===== src/hdl/lltw_pkg.sv =====
// shared types, command and status codes for the lease lock table
package lltw_pkg;

    localparam int SLOTS_DEF      = 8;
    localparam int WAIT_DEPTH_DEF = 4;

    localparam logic [2:0] CMD_REQUEST = 3'd0;
    localparam logic [2:0] CMD_RELEASE = 3'd1;
    localparam logic [2:0] CMD_REMOTE  = 3'd2;
    localparam logic [2:0] CMD_TICK    = 3'd3;
    localparam logic [2:0] CMD_CLR_ALL = 3'd4;
    localparam logic [2:0] CMD_CLR_USR = 3'd5;
    localparam logic [2:0] CMD_QUERY   = 3'd6;

    localparam logic [1:0] STAT_DONE    = 2'd0;
    localparam logic [1:0] STAT_QUEUED  = 2'd1;
    localparam logic [1:0] STAT_REFUSED = 2'd2;
    localparam logic [1:0] STAT_NO_ROOM = 2'd3;

    localparam logic [1:0] NSTATE_UNLOCKED = 2'd0;
    localparam logic [1:0] NSTATE_LOCKED   = 2'd1;
    localparam logic [1:0] NSTATE_PENDING  = 2'd2;

    typedef struct packed {
        logic [2:0]  cmd;
        logic [31:0] node_id;
        logic [15:0] user_id;
        logic [15:0] duration;
        logic [31:0] expiry_at;
        logic [15:0] elapsed;
    } t_cmd_in;

    typedef struct packed {
        logic        kind;
        logic [31:0] node_out;
        logic [15:0] user_out;
        logic        event_locked;
        logic [1:0]  status;
        logic        is_locked;
        logic        is_locked_by_user;
        logic        may_modify;
        logic [1:0]  node_state;
        logic [31:0] time_left;
        logic        last;
    } t_result;

    typedef struct packed {
        logic [31:0] node;
        logic [15:0] owner;
        logic [31:0] expiry;
    } t_slot_rec;

    typedef struct packed {
        logic [15:0] user;
        logic [31:0] expiry;
    } t_wait_rec;

endpackage


===== src/hdl/lltw_ram.sv =====
// simple dual-port memory, one write port, one registered read port
module lltw_ram #(
    parameter int DW    = 8,
    parameter int DEPTH = 8,
    parameter int AW    = 3
) (
    input  logic          i_clk,
    input  logic          i_we,
    input  logic [AW-1:0] i_waddr,
    input  logic [DW-1:0] i_wdata,
    input  logic [AW-1:0] i_raddr,
    output logic [DW-1:0] o_rdata
);
    logic [DW-1:0] r_mem [DEPTH];
    logic [DW-1:0] r_q;

    always_ff @(posedge i_clk) begin
        if (i_we) begin
            r_mem[i_waddr] <= i_wdata;
        end
        r_q <= r_mem[i_raddr];
    end

    assign o_rdata = r_q;
endmodule


===== src/hdl/lease_lock_table_with_waiters.sv =====
// lease lock table top: command sequencer over the slot and waiter memories
//
//  channel   | handshake            | word
//  ----------+----------------------+--------------------------
//  command   | start, busy          | i_cmd   (t_cmd_in)
//  result    | o_strobe (no stall)  | o_result (t_result)
//
// lookups scan the slot memory one slot at a time, reading then checking each; a stale
// lease adds a grant step, and a release that promotes a waiter shifts its queue up
// tick and clear user walk every slot and the waiter queues entry by entry, a read
// then an act per step on the single-read-port memories
// reset clears time, slot flags and queue counts at once, no clearing pass
// results come one a cycle at most, the response with last set comes last
module lease_lock_table_with_waiters #(
    parameter int SLOTS      = lltw_pkg::SLOTS_DEF,
    parameter int WAIT_DEPTH = lltw_pkg::WAIT_DEPTH_DEF
) (
    input  logic              i_clk,
    input  logic              i_rst_n,
    input  logic              start,
    output logic              busy,
    input  lltw_pkg::t_cmd_in i_cmd,
    output logic              o_strobe,
    output lltw_pkg::t_result o_result
);
    import lltw_pkg::*;

    localparam int SW  = (SLOTS > 1) ? $clog2(SLOTS) : 1;
    localparam int WN  = SLOTS * WAIT_DEPTH;
    localparam int WA  = (WN > 1) ? $clog2(WN) : 1;
    localparam int KW  = $clog2(WAIT_DEPTH + 1);
    localparam logic [SW-1:0] LAST_SLOT = SW'(SLOTS - 1);
    localparam logic [KW-1:0] FULL_CNT  = KW'(WAIT_DEPTH);

    localparam logic [4:0] ST_IDLE  = 5'd0;
    localparam logic [4:0] ST_SRD   = 5'd1;
    localparam logic [4:0] ST_SCHK  = 5'd2;
    localparam logic [4:0] ST_ACT   = 5'd3;
    localparam logic [4:0] ST_GNT   = 5'd4;
    localparam logic [4:0] ST_RESP  = 5'd5;
    localparam logic [4:0] ST_PRM0  = 5'd6;
    localparam logic [4:0] ST_PRMH  = 5'd7;
    localparam logic [4:0] ST_PRD   = 5'd8;
    localparam logic [4:0] ST_PWR   = 5'd9;
    localparam logic [4:0] ST_TRD   = 5'd10;
    localparam logic [4:0] ST_TCHK  = 5'd11;
    localparam logic [4:0] ST_TNEXT = 5'd12;
    localparam logic [4:0] ST_CRD   = 5'd13;
    localparam logic [4:0] ST_CCHK  = 5'd14;
    localparam logic [4:0] ST_URD   = 5'd15;
    localparam logic [4:0] ST_UCHK  = 5'd16;
    localparam logic [4:0] ST_UNEXT = 5'd17;
    localparam logic [4:0] ST_V0    = 5'd18;
    localparam logic [4:0] ST_VRD   = 5'd19;
    localparam logic [4:0] ST_VCHK  = 5'd20;
    localparam logic [4:0] ST_VNEXT = 5'd21;

    localparam logic [1:0] RET_RESP = 2'd0;
    localparam logic [1:0] RET_TICK = 2'd1;
    localparam logic [1:0] RET_USR  = 2'd2;

    function automatic logic [31:0] sat_add(input logic [31:0] a, input logic [15:0] b);
        logic [32:0] s;
        s = {1'b0, a} + {17'd0, b};
        return s[32] ? 32'hFFFF_FFFF : s[31:0];
    endfunction

    function automatic t_result mk_event(input logic [31:0] node, input logic [15:0] user,
                                         input logic locked);
        t_result r;
        r              = '0;
        r.kind         = 1'b1;
        r.node_out     = node;
        r.user_out     = user;
        r.event_locked = locked;
        return r;
    endfunction

    function automatic logic [WA-1:0] waddr(input logic [SW-1:0] s, input logic [KW-1:0] k);
        return WA'(WA'(s) * WA'(WAIT_DEPTH) + WA'(k));
    endfunction

    logic [4:0]    r_state,  n_state;
    logic [1:0]    r_ret,    n_ret;
    logic          r_tidy,   n_tidy;
    t_cmd_in       r_in,     n_in;
    logic [31:0]   r_now,    n_now;
    logic          r_used [SLOTS];
    logic          n_used [SLOTS];
    logic          r_held [SLOTS];
    logic          n_held [SLOTS];
    logic [KW-1:0] r_wcnt [SLOTS];
    logic [KW-1:0] n_wcnt [SLOTS];
    logic [SW-1:0] r_s,      n_s;
    logic [KW-1:0] r_k,      n_k;
    logic [KW-1:0] r_n,      n_n;
    logic          r_found,  n_found;
    logic [SW-1:0] r_fslot,  n_fslot;
    logic          r_freeok, n_freeok;
    logic [SW-1:0] r_free,   n_free;
    t_slot_rec     r_rec,    n_rec;

    logic [1:0]    r_status, n_status;
    logic          r_qlock,  n_qlock;
    logic          r_quser,  n_quser;
    logic [1:0]    r_qstate, n_qstate;
    logic [31:0]   r_qleft,  n_qleft;
    logic [15:0]   r_uout,   n_uout;

    logic          r_ostb,   n_ostb;
    t_result       r_out,    n_out;

    logic          r_sw_en,   n_sw_en;
    logic [SW-1:0] r_sw_addr, n_sw_addr;
    t_slot_rec     r_sw_data, n_sw_data;
    logic          r_ww_en,   n_ww_en;
    logic [WA-1:0] r_ww_addr, n_ww_addr;
    t_wait_rec     r_ww_data, n_ww_data;

    t_slot_rec     w_sq;
    t_wait_rec     w_wq;
    logic [31:0]   w_sat;
    logic          w_rec_exp;
    logic [SW-1:0] w_tgt;

    lltw_ram #(.DW($bits(t_slot_rec)), .DEPTH(SLOTS), .AW(SW)) u_slot_ram (
        .i_clk   (i_clk),
        .i_we    (r_sw_en),
        .i_waddr (r_sw_addr),
        .i_wdata (r_sw_data),
        .i_raddr (r_s),
        .o_rdata (w_sq)
    );

    lltw_ram #(.DW($bits(t_wait_rec)), .DEPTH(WN), .AW(WA)) u_wait_ram (
        .i_clk   (i_clk),
        .i_we    (r_ww_en),
        .i_waddr (r_ww_addr),
        .i_wdata (r_ww_data),
        .i_raddr (waddr(r_s, r_k)),
        .o_rdata (w_wq)
    );

    assign w_sat     = sat_add(r_now, r_in.duration);
    assign w_rec_exp = r_now > r_rec.expiry;
    assign w_tgt     = r_found ? r_fslot : r_free;

    always_comb begin
        n_state   = r_state;
        n_ret     = r_ret;
        n_tidy    = r_tidy;
        n_in      = r_in;
        n_now     = r_now;
        n_used    = r_used;
        n_held    = r_held;
        n_wcnt    = r_wcnt;
        n_s       = r_s;
        n_k       = r_k;
        n_n       = r_n;
        n_found   = r_found;
        n_fslot   = r_fslot;
        n_freeok  = r_freeok;
        n_free    = r_free;
        n_rec     = r_rec;
        n_status  = r_status;
        n_qlock   = r_qlock;
        n_quser   = r_quser;
        n_qstate  = r_qstate;
        n_qleft   = r_qleft;
        n_uout    = r_uout;
        n_ostb    = 1'b0;
        n_out     = r_out;
        n_sw_en   = 1'b0;
        n_sw_addr = r_sw_addr;
        n_sw_data = r_sw_data;
        n_ww_en   = 1'b0;
        n_ww_addr = r_ww_addr;
        n_ww_data = r_ww_data;
        case (r_state)
            ST_IDLE: begin
                if (start) begin
                    n_in     = i_cmd;
                    n_s      = '0;
                    n_k      = '0;
                    n_found  = 1'b0;
                    n_freeok = 1'b0;
                    n_status = STAT_DONE;
                    n_qlock  = 1'b0;
                    n_quser  = 1'b0;
                    n_qstate = NSTATE_UNLOCKED;
                    n_qleft  = '0;
                    n_uout   = '0;
                    case (i_cmd.cmd)
                        CMD_REQUEST, CMD_RELEASE, CMD_REMOTE, CMD_QUERY: n_state = ST_SRD;
                        CMD_TICK: begin
                            n_now   = sat_add(r_now, i_cmd.elapsed);
                            n_state = ST_TRD;
                        end
                        CMD_CLR_ALL: n_state = ST_CRD;
                        CMD_CLR_USR: begin
                            if (i_cmd.user_id == '0) begin
                                n_status = STAT_REFUSED;
                                n_state  = ST_RESP;
                            end else begin
                                n_state = ST_URD;
                            end
                        end
                        default: begin
                            n_status = STAT_REFUSED;
                            n_state  = ST_RESP;
                        end
                    endcase
                end
            end
            ST_SRD: n_state = ST_SCHK;
            ST_SCHK: begin
                if (r_used[r_s] && w_sq.node == r_in.node_id && !r_found) begin
                    n_found = 1'b1;
                    n_fslot = r_s;
                    n_rec   = w_sq;
                end
                if (!r_used[r_s] && !r_freeok) begin
                    n_freeok = 1'b1;
                    n_free   = r_s;
                end
                if (r_s == LAST_SLOT) begin
                    n_state = ST_ACT;
                end else begin
                    n_s     = r_s + 1'b1;
                    n_state = ST_SRD;
                end
            end
            ST_ACT: begin
                n_state = ST_RESP;
                case (r_in.cmd)
                    CMD_REQUEST, CMD_REMOTE: begin
                        if (r_in.node_id == '0 || r_in.user_id == '0) begin
                            n_status = STAT_REFUSED;
                        end else if (r_found && r_held[r_fslot] &&
                                     (r_in.cmd == CMD_REQUEST || !w_rec_exp)) begin
                            if (r_in.cmd == CMD_REQUEST && w_rec_exp) begin
                                // stale lease: unlock event, then grant the requester
                                n_ostb    = 1'b1;
                                n_out     = mk_event(r_in.node_id, r_rec.owner, 1'b0);
                                n_sw_en   = 1'b1;
                                n_sw_addr = r_fslot;
                                n_sw_data = '{r_in.node_id, r_in.user_id, w_sat};
                                n_state   = ST_GNT;
                            end else if (r_rec.owner == r_in.user_id) begin
                                if (r_in.cmd == CMD_REQUEST) begin
                                    n_ostb    = 1'b1;
                                    n_out     = mk_event(r_in.node_id, r_in.user_id, 1'b1);
                                    n_sw_en   = 1'b1;
                                    n_sw_addr = r_fslot;
                                    n_sw_data = '{r_rec.node, r_rec.owner, w_sat};
                                end
                            end else if (r_wcnt[r_fslot] == FULL_CNT) begin
                                n_status = STAT_NO_ROOM;
                            end else begin
                                n_ww_en   = 1'b1;
                                n_ww_addr = waddr(r_fslot, r_wcnt[r_fslot]);
                                n_ww_data = '{r_in.user_id,
                                    (r_in.cmd == CMD_REQUEST) ? w_sat : r_in.expiry_at};
                                n_wcnt[r_fslot] = r_wcnt[r_fslot] + 1'b1;
                                n_status = STAT_QUEUED;
                            end
                        end else if (!r_found && !r_freeok) begin
                            n_status = STAT_NO_ROOM;
                        end else begin
                            n_used[w_tgt] = 1'b1;
                            n_held[w_tgt] = 1'b1;
                            if (!r_found) begin
                                n_wcnt[w_tgt] = '0;
                            end
                            n_sw_en   = 1'b1;
                            n_sw_addr = w_tgt;
                            n_sw_data = '{r_in.node_id, r_in.user_id,
                                (r_in.cmd == CMD_REQUEST) ? w_sat : r_in.expiry_at};
                            n_ostb    = 1'b1;
                            n_out     = mk_event(r_in.node_id, r_in.user_id, 1'b1);
                        end
                    end
                    CMD_RELEASE: begin
                        if (r_in.user_id == '0 || !r_found || !r_held[r_fslot] ||
                            r_rec.owner != r_in.user_id) begin
                            n_status = STAT_REFUSED;
                        end else begin
                            n_ostb          = 1'b1;
                            n_out           = mk_event(r_in.node_id, r_rec.owner, 1'b0);
                            n_held[r_fslot] = 1'b0;
                            n_s             = r_fslot;
                            n_k             = '0;
                            n_ret           = RET_RESP;
                            n_tidy          = 1'b1;
                            n_state         = ST_PRM0;
                        end
                    end
                    CMD_QUERY: begin
                        if (r_found) begin
                            if (r_held[r_fslot]) begin
                                if (!w_rec_exp) begin
                                    n_qlock  = 1'b1;
                                    n_qstate = NSTATE_LOCKED;
                                    n_uout   = r_rec.owner;
                                    n_qleft  = r_rec.expiry - r_now;
                                    n_quser  = r_rec.owner == r_in.user_id;
                                end
                            end else if (r_wcnt[r_fslot] != '0) begin
                                n_qstate = NSTATE_PENDING;
                            end
                        end
                    end
                    default: n_status = STAT_REFUSED;
                endcase
            end
            ST_GNT: begin
                n_ostb  = 1'b1;
                n_out   = mk_event(r_in.node_id, r_in.user_id, 1'b1);
                n_state = ST_RESP;
            end
            // promote head waiter of slot r_s, then return
            ST_PRM0: begin
                if (r_wcnt[r_s] == '0) begin
                    if (r_tidy) begin
                        n_used[r_s] = 1'b0;
                    end
                    n_state = (r_ret == RET_RESP) ? ST_RESP :
                              (r_ret == RET_TICK) ? ST_TNEXT : ST_UNEXT;
                end else begin
                    n_state = ST_PRMH;
                end
            end
            ST_PRMH: begin
                n_sw_en     = 1'b1;
                n_sw_addr   = r_s;
                n_sw_data   = '{r_rec.node, w_wq.user, w_wq.expiry};
                n_held[r_s] = 1'b1;
                n_ostb      = 1'b1;
                n_out       = mk_event(r_rec.node, w_wq.user, 1'b1);
                n_k         = KW'(1);
                if (r_wcnt[r_s] == KW'(1)) begin
                    n_wcnt[r_s] = '0;
                    n_state = (r_ret == RET_RESP) ? ST_RESP :
                              (r_ret == RET_TICK) ? ST_TNEXT : ST_UNEXT;
                end else begin
                    n_state = ST_PRD;
                end
            end
            ST_PRD: n_state = ST_PWR;
            ST_PWR: begin
                n_ww_en   = 1'b1;
                n_ww_addr = waddr(r_s, r_k - 1'b1);
                n_ww_data = w_wq;
                if (r_k == r_wcnt[r_s] - 1'b1) begin
                    n_wcnt[r_s] = r_wcnt[r_s] - 1'b1;
                    n_state = (r_ret == RET_RESP) ? ST_RESP :
                              (r_ret == RET_TICK) ? ST_TNEXT : ST_UNEXT;
                end else begin
                    n_k     = r_k + 1'b1;
                    n_state = ST_PRD;
                end
            end
            ST_TRD: n_state = ST_TCHK;
            ST_TCHK: begin
                if (r_used[r_s] && r_held[r_s] && r_now > w_sq.expiry) begin
                    n_rec       = w_sq;
                    n_ostb      = 1'b1;
                    n_out       = mk_event(w_sq.node, w_sq.owner, 1'b0);
                    n_held[r_s] = 1'b0;
                    n_k         = '0;
                    n_ret       = RET_TICK;
                    n_tidy      = 1'b1;
                    n_state     = ST_PRM0;
                end else begin
                    n_state = ST_TNEXT;
                end
            end
            ST_TNEXT: begin
                if (r_s == LAST_SLOT) begin
                    n_state = ST_RESP;
                end else begin
                    n_s     = r_s + 1'b1;
                    n_k     = '0;
                    n_state = ST_TRD;
                end
            end
            ST_CRD: n_state = ST_CCHK;
            ST_CCHK: begin
                if (r_used[r_s] && r_held[r_s]) begin
                    n_ostb = 1'b1;
                    n_out  = mk_event(w_sq.node, 16'd0, 1'b0);
                end
                if (r_s == LAST_SLOT) begin
                    for (int i = 0; i < SLOTS; i++) begin
                        n_used[i] = 1'b0;
                        n_held[i] = 1'b0;
                        n_wcnt[i] = '0;
                    end
                    n_state = ST_RESP;
                end else begin
                    n_s     = r_s + 1'b1;
                    n_state = ST_CRD;
                end
            end
            ST_URD: n_state = ST_UCHK;
            ST_UCHK: begin
                if (r_used[r_s] && r_held[r_s] && w_sq.owner == r_in.user_id) begin
                    n_rec       = w_sq;
                    n_ostb      = 1'b1;
                    n_out       = mk_event(w_sq.node, w_sq.owner, 1'b0);
                    n_held[r_s] = 1'b0;
                    n_k         = '0;
                    n_ret       = RET_USR;
                    n_tidy      = 1'b0;
                    n_state     = ST_PRM0;
                end else begin
                    n_state = ST_UNEXT;
                end
            end
            ST_UNEXT: begin
                n_k = '0;
                if (r_s == LAST_SLOT) begin
                    n_s     = '0;
                    n_state = ST_V0;
                end else begin
                    n_s     = r_s + 1'b1;
                    n_state = ST_URD;
                end
            end
            // purge the user's waits, compacting in place
            ST_V0: begin
                n_k     = '0;
                n_n     = '0;
                n_state = r_used[r_s] ? ST_VRD : ST_VNEXT;
            end
            ST_VRD: begin
                if (r_k == r_wcnt[r_s]) begin
                    n_wcnt[r_s] = r_n;
                    if (!r_held[r_s] && r_n == '0) begin
                        n_used[r_s] = 1'b0;
                    end
                    n_state = ST_VNEXT;
                end else begin
                    n_state = ST_VCHK;
                end
            end
            ST_VCHK: begin
                if (w_wq.user != r_in.user_id) begin
                    n_ww_en   = 1'b1;
                    n_ww_addr = waddr(r_s, r_n);
                    n_ww_data = w_wq;
                    n_n       = r_n + 1'b1;
                end
                n_k     = r_k + 1'b1;
                n_state = ST_VRD;
            end
            ST_VNEXT: begin
                if (r_s == LAST_SLOT) begin
                    n_state = ST_RESP;
                end else begin
                    n_s     = r_s + 1'b1;
                    n_state = ST_V0;
                end
            end
            ST_RESP: begin
                n_ostb                  = 1'b1;
                n_out                   = '0;
                n_out.node_out          = (r_in.cmd inside {CMD_TICK, CMD_CLR_ALL,
                                          CMD_CLR_USR}) ? 32'd0 : r_in.node_id;
                n_out.user_out          = r_uout;
                n_out.status            = r_status;
                n_out.is_locked         = r_qlock;
                n_out.is_locked_by_user = r_quser;
                n_out.may_modify        = (r_in.cmd == CMD_QUERY) &&
                                          (!r_qlock || r_quser);
                n_out.node_state        = r_qstate;
                n_out.time_left         = r_qleft;
                n_out.last              = 1'b1;
                n_state                 = ST_IDLE;
            end
            default: n_state = ST_IDLE;
        endcase
    end

    always_ff @(posedge i_clk) begin
        if (!i_rst_n) begin
            r_state <= ST_IDLE;
            r_now   <= '0;
            r_ostb  <= 1'b0;
            r_sw_en <= 1'b0;
            r_ww_en <= 1'b0;
            for (int i = 0; i < SLOTS; i++) begin
                r_used[i] <= 1'b0;
                r_held[i] <= 1'b0;
                r_wcnt[i] <= '0;
            end
        end else begin
            r_state <= n_state;
            r_now   <= n_now;
            r_ostb  <= n_ostb;
            r_sw_en <= n_sw_en;
            r_ww_en <= n_ww_en;
            r_used  <= n_used;
            r_held  <= n_held;
            r_wcnt  <= n_wcnt;
        end
    end

    // working registers, no reset needed
    always_ff @(posedge i_clk) begin
        r_ret     <= n_ret;
        r_tidy    <= n_tidy;
        r_in      <= n_in;
        r_s       <= n_s;
        r_k       <= n_k;
        r_n       <= n_n;
        r_found   <= n_found;
        r_fslot   <= n_fslot;
        r_freeok  <= n_freeok;
        r_free    <= n_free;
        r_rec     <= n_rec;
        r_status  <= n_status;
        r_qlock   <= n_qlock;
        r_quser   <= n_quser;
        r_qstate  <= n_qstate;
        r_qleft   <= n_qleft;
        r_uout    <= n_uout;
        r_out     <= n_out;
        r_sw_addr <= n_sw_addr;
        r_sw_data <= n_sw_data;
        r_ww_addr <= n_ww_addr;
        r_ww_data <= n_ww_data;
    end

    assign busy     = r_state != ST_IDLE;
    assign o_strobe = r_ostb;
    assign o_result = r_out;

`ifndef SYNTHESIS
    a_last_idle: assert property (@(posedge i_clk) disable iff (!i_rst_n)
        o_strobe && o_result.last |-> !busy)
        else $error("final word while still busy");
    a_accept_busy: assert property (@(posedge i_clk) disable iff (!i_rst_n)
        start && !busy |=> busy)
        else $error("accepted command did not start a sequence");
    a_event_status: assert property (@(posedge i_clk) disable iff (!i_rst_n)
        o_strobe && o_result.kind |-> o_result.status == STAT_DONE && !o_result.last)
        else $error("event word carries status or last");
    a_one_write: assert property (@(posedge i_clk) disable iff (!i_rst_n)
        r_state == ST_IDLE |-> !r_ww_en || $past(r_state) != ST_IDLE)
        else $error("waiter write while idle");
`endif
endmodule

===== config.mk =====
export PLATFORM = sky130hd
export DESIGN_NAME = lease_lock_table_with_waiters
export DESIGN_NICKNAME = d
export VERILOG_FILES = /design/src/hdl/lltw_pkg.sv /design/src/hdl/lltw_ram.sv /design/src/hdl/lease_lock_table_with_waiters.sv
export SDC_FILE = /design/constraint.sdc
export NUM_CORES = 2
export LEC_CHECK = 0
export BUFFER_PORTS_ARGS = -buffer_cell sky130_fd_sc_hd__buf_2
export CORE_MARGIN = 2
export CORE_UTILIZATION = 45
export DETAILED_ROUTE_END_ITERATION = 6
export GPL_TIMING_DRIVEN = 0
export PLACE_DENSITY = 0.63
export SLEW_MARGIN = 20
export SYNTH_ARGS = -nofsm -noshare
export SYNTH_HDL_FRONTEND = slang
export SYNTH_HIERARCHICAL = 1
export SYNTH_SLANG_ARGS = --single-unit
export TNS_END_PERCENT = 20

===== constraint.sdc =====
create_clock -name i_clk -period 8.8 [get_ports i_clk]
set_input_delay 1.76 -clock i_clk [delete_from_list [all_inputs] [get_ports i_clk]]
set_output_delay 1.76 -clock i_clk [all_outputs]
set_load 0.005 [all_outputs]

### After elaboration in Yosys (flattened, before gate mapping)

Memories as Yosys holds them, arrays and structs flattened. A register that Yosys moved wholly into a read port is not among the register bits.
Cells that the tools add are included.

| word-level totals | value |
|---|---|
| flip-flop bits (word level) | 559 |
| logic and storage cells | 518 |
| memories | 2 |
| output and inout port bits | 92 |
| memory bits (writable) | 2176 |

Memories:

| name | words | width | read ports | clocked after Yosys merged registers in | wr ports | line | source |
|---|---|---|---|---|---|---|---|
| u_wait_ram.r_mem | 32 | 48 | 1 | 1 | 1 | lltw_ram.sv:14 | `logic [DW-1:0] r_mem [DEPTH];` |
| u_slot_ram.r_mem | 8 | 80 | 1 | 1 | 1 | lltw_ram.sv:14 |  |

| operators by class | value |
|---|---|
| muxes and demuxes | 234 |
| bitwise logic cells | 15 |
| equal/unequal tests | 97 |
| add/subtract/negate cells | 13 |
| reduce and logical (&&, ||, !) cells | 79 |
| magnitude comparators | 8 |

Operators with widths:

| operator | count |
|---|---|
| two-way mux 90 bit | 10 |
| two-way mux 80 bit | 10 |
| one-hot mux 90 bit (7 select lines) | 1 |
| two-way mux 48 bit | 7 |
| two-way mux 24 bit | 12 |
| two-way mux 32 bit | 9 |
| one-hot mux 80 bit (3 select lines) | 1 |
| one-hot mux 90 bit (2 select lines) | 1 |
| one-hot mux 80 bit (2 select lines) | 1 |
| one-hot mux 48 bit (3 select lines) | 1 |
| two-way mux 8 bit | 15 |
| one-hot mux 24 bit (5 select lines) | 1 |
| one-hot mux 5 bit (21 select lines) | 1 |
| two-way mux 3 bit | 28 |
| two-way mux 16 bit | 5 |
| two-way mux 5 bit | 16 |
| bitwise mux 24 bit | 3 |
| adder 32 x 16 -> 33 bit | 2 |
| greater-than comparator 32 bit | 2 |
| != test 2 bit (second input constant) | 32 |
| one-hot mux 32 bit (2 select lines) | 1 |
| two-way mux 1 bit | 50 |
| bitwise AND 24 bit | 2 |
| inverter 24 bit | 2 |
| 74 further kinds | 233 |

### Depth between registers and ports, before layout

| depth | value |
|---|---|
| depth after elaboration | 14 |
| gate-level depth with buffers | 17 |
| depth with buffers taken out | 13 |

### By module

Netlist, hierarchy kept.

By module, submodules not included:

| module | seq. area each (sq um) | area an instance (sq um) | times used | cells each |
|---|---|---|---|---|
| lltw_ram (u_wait_ram) | 47085.2 | 60724.5 | 1 | 3364 |
| lease_lock_table_with_waiters | 15985.3 | 30271.5 | 1 | 2890 |
| lltw_ram (u_slot_ram) | 20820.0 | 25654.6 | 1 | 1018 |

### Worst setup path after synthesis

No wires, ideal clock.

| path | value |
|---|---|
| kind | register -> register |
| start | register r_s[0] |
| end | register r_out (netlist bit o_result[0]), enable pin |
| arrival time | 8.553 ns |
| slack | -0.402 ns |
| clock period less this slack | 9.202 ns |
| stages on the path, launching flop included | 12 |
| cell sequence | edfxtp_1 -> buf_6 -> buf_4 -> or3b_1 -> a21oi_1 -> o211ai_1 -> a32oi_1 -> nor2_1 -> a31oi_1 -> nand3b_1 -> buf_2 -> nor3_1 |

| between the ends | value |
|---|---|
| cells in the longest elaborated chain, start to end | 8 |
| elaborated cells on any way between the ends | 14 |

RTL lines:

| what | line | source |
|---|---|---|
| start: declaration | lease_lock_table_with_waiters.sv:94 | `logic [SW-1:0] r_s, n_s;` |
| start signal: assignment | lease_lock_table_with_waiters.sv:514 | `r_s <= n_s;` |
| inverter 3 -> 4 bit (implied by the code) (*) | lease_lock_table_with_waiters.sv:365, lease_lock_table_with_waiters.sv:389, lease_lock_table_with_waiters.sv:407 |  |
| binary-select mux 1 bit (select 3 bit) | lease_lock_table_with_waiters.sv:365, lease_lock_table_with_waiters.sv:389, lease_lock_table_with_waiters.sv:407 |  |
| two-way mux 1 bit (implied by the code) (2 in series) | lease_lock_table_with_waiters.sv:365, lease_lock_table_with_waiters.sv:389, lease_lock_table_with_waiters.sv:407 |  |
| logical AND 1 bit (*) | lease_lock_table_with_waiters.sv:365, lease_lock_table_with_waiters.sv:389, lease_lock_table_with_waiters.sv:407 |  |
| logical AND 1 bit (on tied branches) | lease_lock_table_with_waiters.sv:407, lease_lock_table_with_waiters.sv:365 |  |
| != test 2 bit (no line) | n/a |  |
| AND reduction 10 bit (no line) (*) | n/a |  |
| end signal: assignment | lease_lock_table_with_waiters.sv:528 | `r_out <= n_out;` |
| end: declaration | lease_lock_table_with_waiters.sv:111 | `t_result r_out, n_out;` |

Every way passes the cells marked *; elsewhere a longest branch is shown, timed or not. The select of a mux whose other input is x is not followed.
A chain may end at the register's enable or synchronous reset.

### Worst setup path after layout

| path | value |
|---|---|
| start | register r_s[1] |
| end | register r_out (netlist bit o_result[4]), enable pin |

The elaborated chain is that of the path after synthesis.

==> flow_metrics.tcl <==
set metrics [dict create \
    status "complete, but fails checks" \
    start_util_pct 45.3 \
    grt_max_degree 41 \
    yosys_warnings 6 \
    core_um2 257000 \
    finalClockSkew_ns 0.0791 \
    route.vias.total 68903 \
    crit_slowest_cell "edfxtp_1" \
    h-tree-depth 5 \
    cts-root-buf "clkbuf_16" \
    r2r_start "r_s[1]$_DFFE_PP_" \
    syn_inst 7272 \
    worstReg2RegEnd "o_result[4]$_DFFE_PP_" \
    grt-ovfl-total 0 \
    ys_seq_area_share_pct 71.9 \
    globalRouteTotalUtil_pct 25.0 \
    path_cells "buf_2, buf_2, nand3_1, a21oi_1, o211ai_1, a32oi_1, nor2_1, a31oi_1, nand3b_1, buf_2, nor3_4, buf_8, buf_6, buf_8" \
    power_frac_seq_pct 40.4 \
    worstHoldPathCells 0 \
    die_w_um 513 \
    p_sw_mw 14.0 \
    pwr-share-comb_pct 29.7 \
    post_cts_resize_count 0 \
    hold_viol_final 0 \
    path_class "reg -> reg" \
    io-pin-count 210 \
    slew_headroom_pct 20.0 \
    syn_area_um2 117000 \
    cts_tree "yes" \
    synthToLayoutAreaGrowth_pct 16.2 \
    clockBufferDepth 4 \
    postCtsSetupBuffers 0 \
    synth_seq_cells 2863 \
    syn_nets 7506 \
    die-area_um2 263000 \
    setup_violations 0 \
    clk_pin_slew_ns 0.06 \
    fin_area_um2 136000 \
    hold_end "r_rec[7]$_DFFE_PP_" \
    drive_above_1_share_pct 16.5 \
    synth-main-ff-cell "edfxtp_1" \
    powerDensity_nw_per_um2 307 \
    r2r_slack_ns 3.29 \
    crit_buf_inv 6 \
    port_buffers 208 \
    ir_drop_v 0.000213 \
    fin_crit_sh_pct 62.6 \
    grt_pass1_wl_mm 479 \
    post-route-min-period_ns 5.51 \
    violations "DRC" \
    cp-end-kind "register" \
    drt-total-wl_mm 335 \
    cts_hold_buf 0 \
    final_antenna_net_count 0 \
    drc 5 \
    vias_per_cell 5.94 \
    cp_max_fo 18 \
    numCtsBuffers 311 \
    synth-edff-count 2655 \
    crit_required_ns 9.40 \
    grt_pass1_vias 68309 \
    post-route-util_pct 52.7 \
    start_kind "register" \
    syn_avg_cell_area_um2 16.0 \
    antenna_found_initial 14 \
    cts_sinks 2863 \
    clock_latency_ns 0.95 \
    path_common_cell "buf_2" \
    globalplace.congestion 0.920 \
    internal_power_mw 27.6 \
    min_path_type "reg -> reg" \
    power.share.switching_pct 33.7 \
    placed_area_um2 126000 \
    routedWlPerCell_um 28.9 \
    path_delay_family "buffers and inverters" \
    synth.distinct_cells 89 \
    whs_ns 0.441 \
    cp.arrival_ns 6.11 \
    p_leak_nw 45.8 \
    hpwl_mm 237 \
    fmax_mhz 182 \
    fp.dieH_um 513 \
    rsz0062_at_grt "false" \
    clkPwrFrac_pct 29.9 \
    final_nets 8214 \
    row_count 186 \
    maxSlewViolCount 0 \
    maxCapViolations 0 \
    worst_slew_pin_slew_ns 1.19 \
    reg2regPathDepth 14 \
    drtPass1Iterations 7 \
    dr.first_iter.drc_count 7910 \
    min_from "u_slot_ram/o_rdata[7]$_DFF_P_" \
    async_flop_share_pct 0 \
    cp_slowest_stage_delay_ns 0.78 \
]
-- power by group through the flow --
stage / logic (mW) / clock network, mW / registers, mW
after CTS: 12.2 / 12.6 / 16.8
after floorplan: 7.50 / 0 / 16.7
final: 12.3 / 12.4 / 16.8
after detailed placement: 12.1 / 0 / 17.1
after global placement: 11.9 / 0 / 17.2
after global routing: 13.0 / 13.2 / 16.8
-- state kept, by name, summed over array words and instances, names as in the netlist, 3 cells and up, named ones only --
register,cells
r_ww_data,48
r_qleft,32
r_held,8
r_rec,80
r_sw_addr,3
r_s,3
r_in,99
u_slot_ram/r_mem,640
r_fslot,3
u_wait_ram/o_rdata,48
r_uout,16
r_n,3
u_slot_ram/o_rdata,80
r_free,3
r_state,5
o_result,90
r_sw_data,80
r_ww_addr,5
r_now,32
r_used,8
u_wait_ram/r_mem,1536
r_k,3
-- metrics by stage --
stage | TNS [ns] | setup slack [ns] | instances | power (mW)
after global placement | -1696.03 | -7.25 | 10864 | 29.1
after global routing | 0 | 3.12 | 11599 | 43.0
after floorplan | 0 | 0.244 | 7272 | 24.2
final | 0 | 3.29 | 11606 | 41.6
after detailed placement | 0 | 3.41 | 11034 | 29.2
after CTS | 0 | 3.42 | 11581 | 41.7
-- Yosys cell counts, drive strengths merged, types with 14 or more instances --
cell type     n  area share [%]
a211oi       37            0.26
a21o         43            0.28
a21oi       374             1.6
a222oi       32            0.27
a22o        102            0.77
a22oi       165             1.1
a31oi        98            0.53
and2         54            0.29
and3         34            0.18
buf         206             1.3
clkbuf      187            0.60
dfxtp       208             3.6
edfxtp     2655              68
ha          113             1.2
inv         148            0.48
mux2        116             1.1
mux2i       825             7.1
mux4        164             3.2
nand2       451             1.5
nand2b       28            0.15
nand3       213            0.91
nand4        33            0.18
nor2        207            0.67
nor2b        19            0.10
nor3        101            0.43
nor4         40            0.22
o211ai       23            0.15
o21a         14           0.090
o21ai       205            0.88
o21bai       15           0.097
o22ai        50            0.27
or3          25            0.13
xnor2        94            0.71
xor2         59            0.44
-- layer usage --
layer	track usage [%]	up-vias	share of wire (%)
met5	0	-	0.013
met3	4.09	580	8.0
li1	-	29943	-
met4	8.44	6	3.4
met2	40.9	3155	48
met1	33.8	35219	41
-- cell type report --
class / count / area, um^2
Clock buffer: 389 / 8330
Tap cell: 3384 / 4230
Buffer: 393 / 2180
Timing Repair Buffer: 395 / 4650
Clock inverter: 158 / 1300
Fill cell: 20567 / 122000
Multi-Input combinational cell: 3866 / 30400
Antenna cell: 8 / 20.0
Inverter: 150 / 563
Sequential cell: 2863 / 83900
-- cells in the final DEF, fill, tap and decap left out, types with 102 or more instances in the layout --
master / n
a21oi_1: 370
a22o_1: 102
a22oi_1: 165
buf_2: 288
clkbuf_1: 243
clkbuf_16: 319
dfxtp_1: 208
edfxtp_1: 2655
ha_1: 113
inv_1: 147
mux2_2: 109
mux2i_1: 825
mux4_2: 164
nand2_1: 450
nand3_1: 213
nor2_1: 166
o21ai_0: 179
-- logic make-up (layout without fill, tap and decap cells) --
group	after synthesis	count (layout)	share of synthesized area (%)
DFF	2863	2863	71.9
and+or+nand+nor	1251	1251	5.05
adders and majority gates	116	116	1.26
other	0	8	0
muxes	1105	1105	11.4
buffers and inverters	543	1485	2.34
xor gates and xnor gates	153	153	1.16
AOI/OAI and AO/OA	1241	1241	6.91
-- worst max-delay path by stage --
| stage | start | endpoint | cells after the start |
|---|---|---|---|
| floorplan | r_now[17]$_SDFFE_PN0P_ | r_sw_addr[0]$_DFFE_PP_ | 12 |
| global placement | r_now[17]$_SDFFE_PN0P_ | r_sw_data[79]$_DFFE_PP_ | 12 |
| detailed placement | i_cmd[0] | r_now[4]$_SDFFE_PN0P_ | 13 |
| CTS | r_now[17]$_SDFFE_PN0P_ | r_sw_data[1]$_DFFE_PP_ | 16 |
| global route | r_now[21]$_SDFFE_PN0P_ | r_sw_data[1]$_DFFE_PP_ | 16 |
| finish | r_s[1]$_DFFE_PP_ | o_result[4]$_DFFE_PP_ | 14 |
No activity file was read; power rests on OpenSTA's default activity.
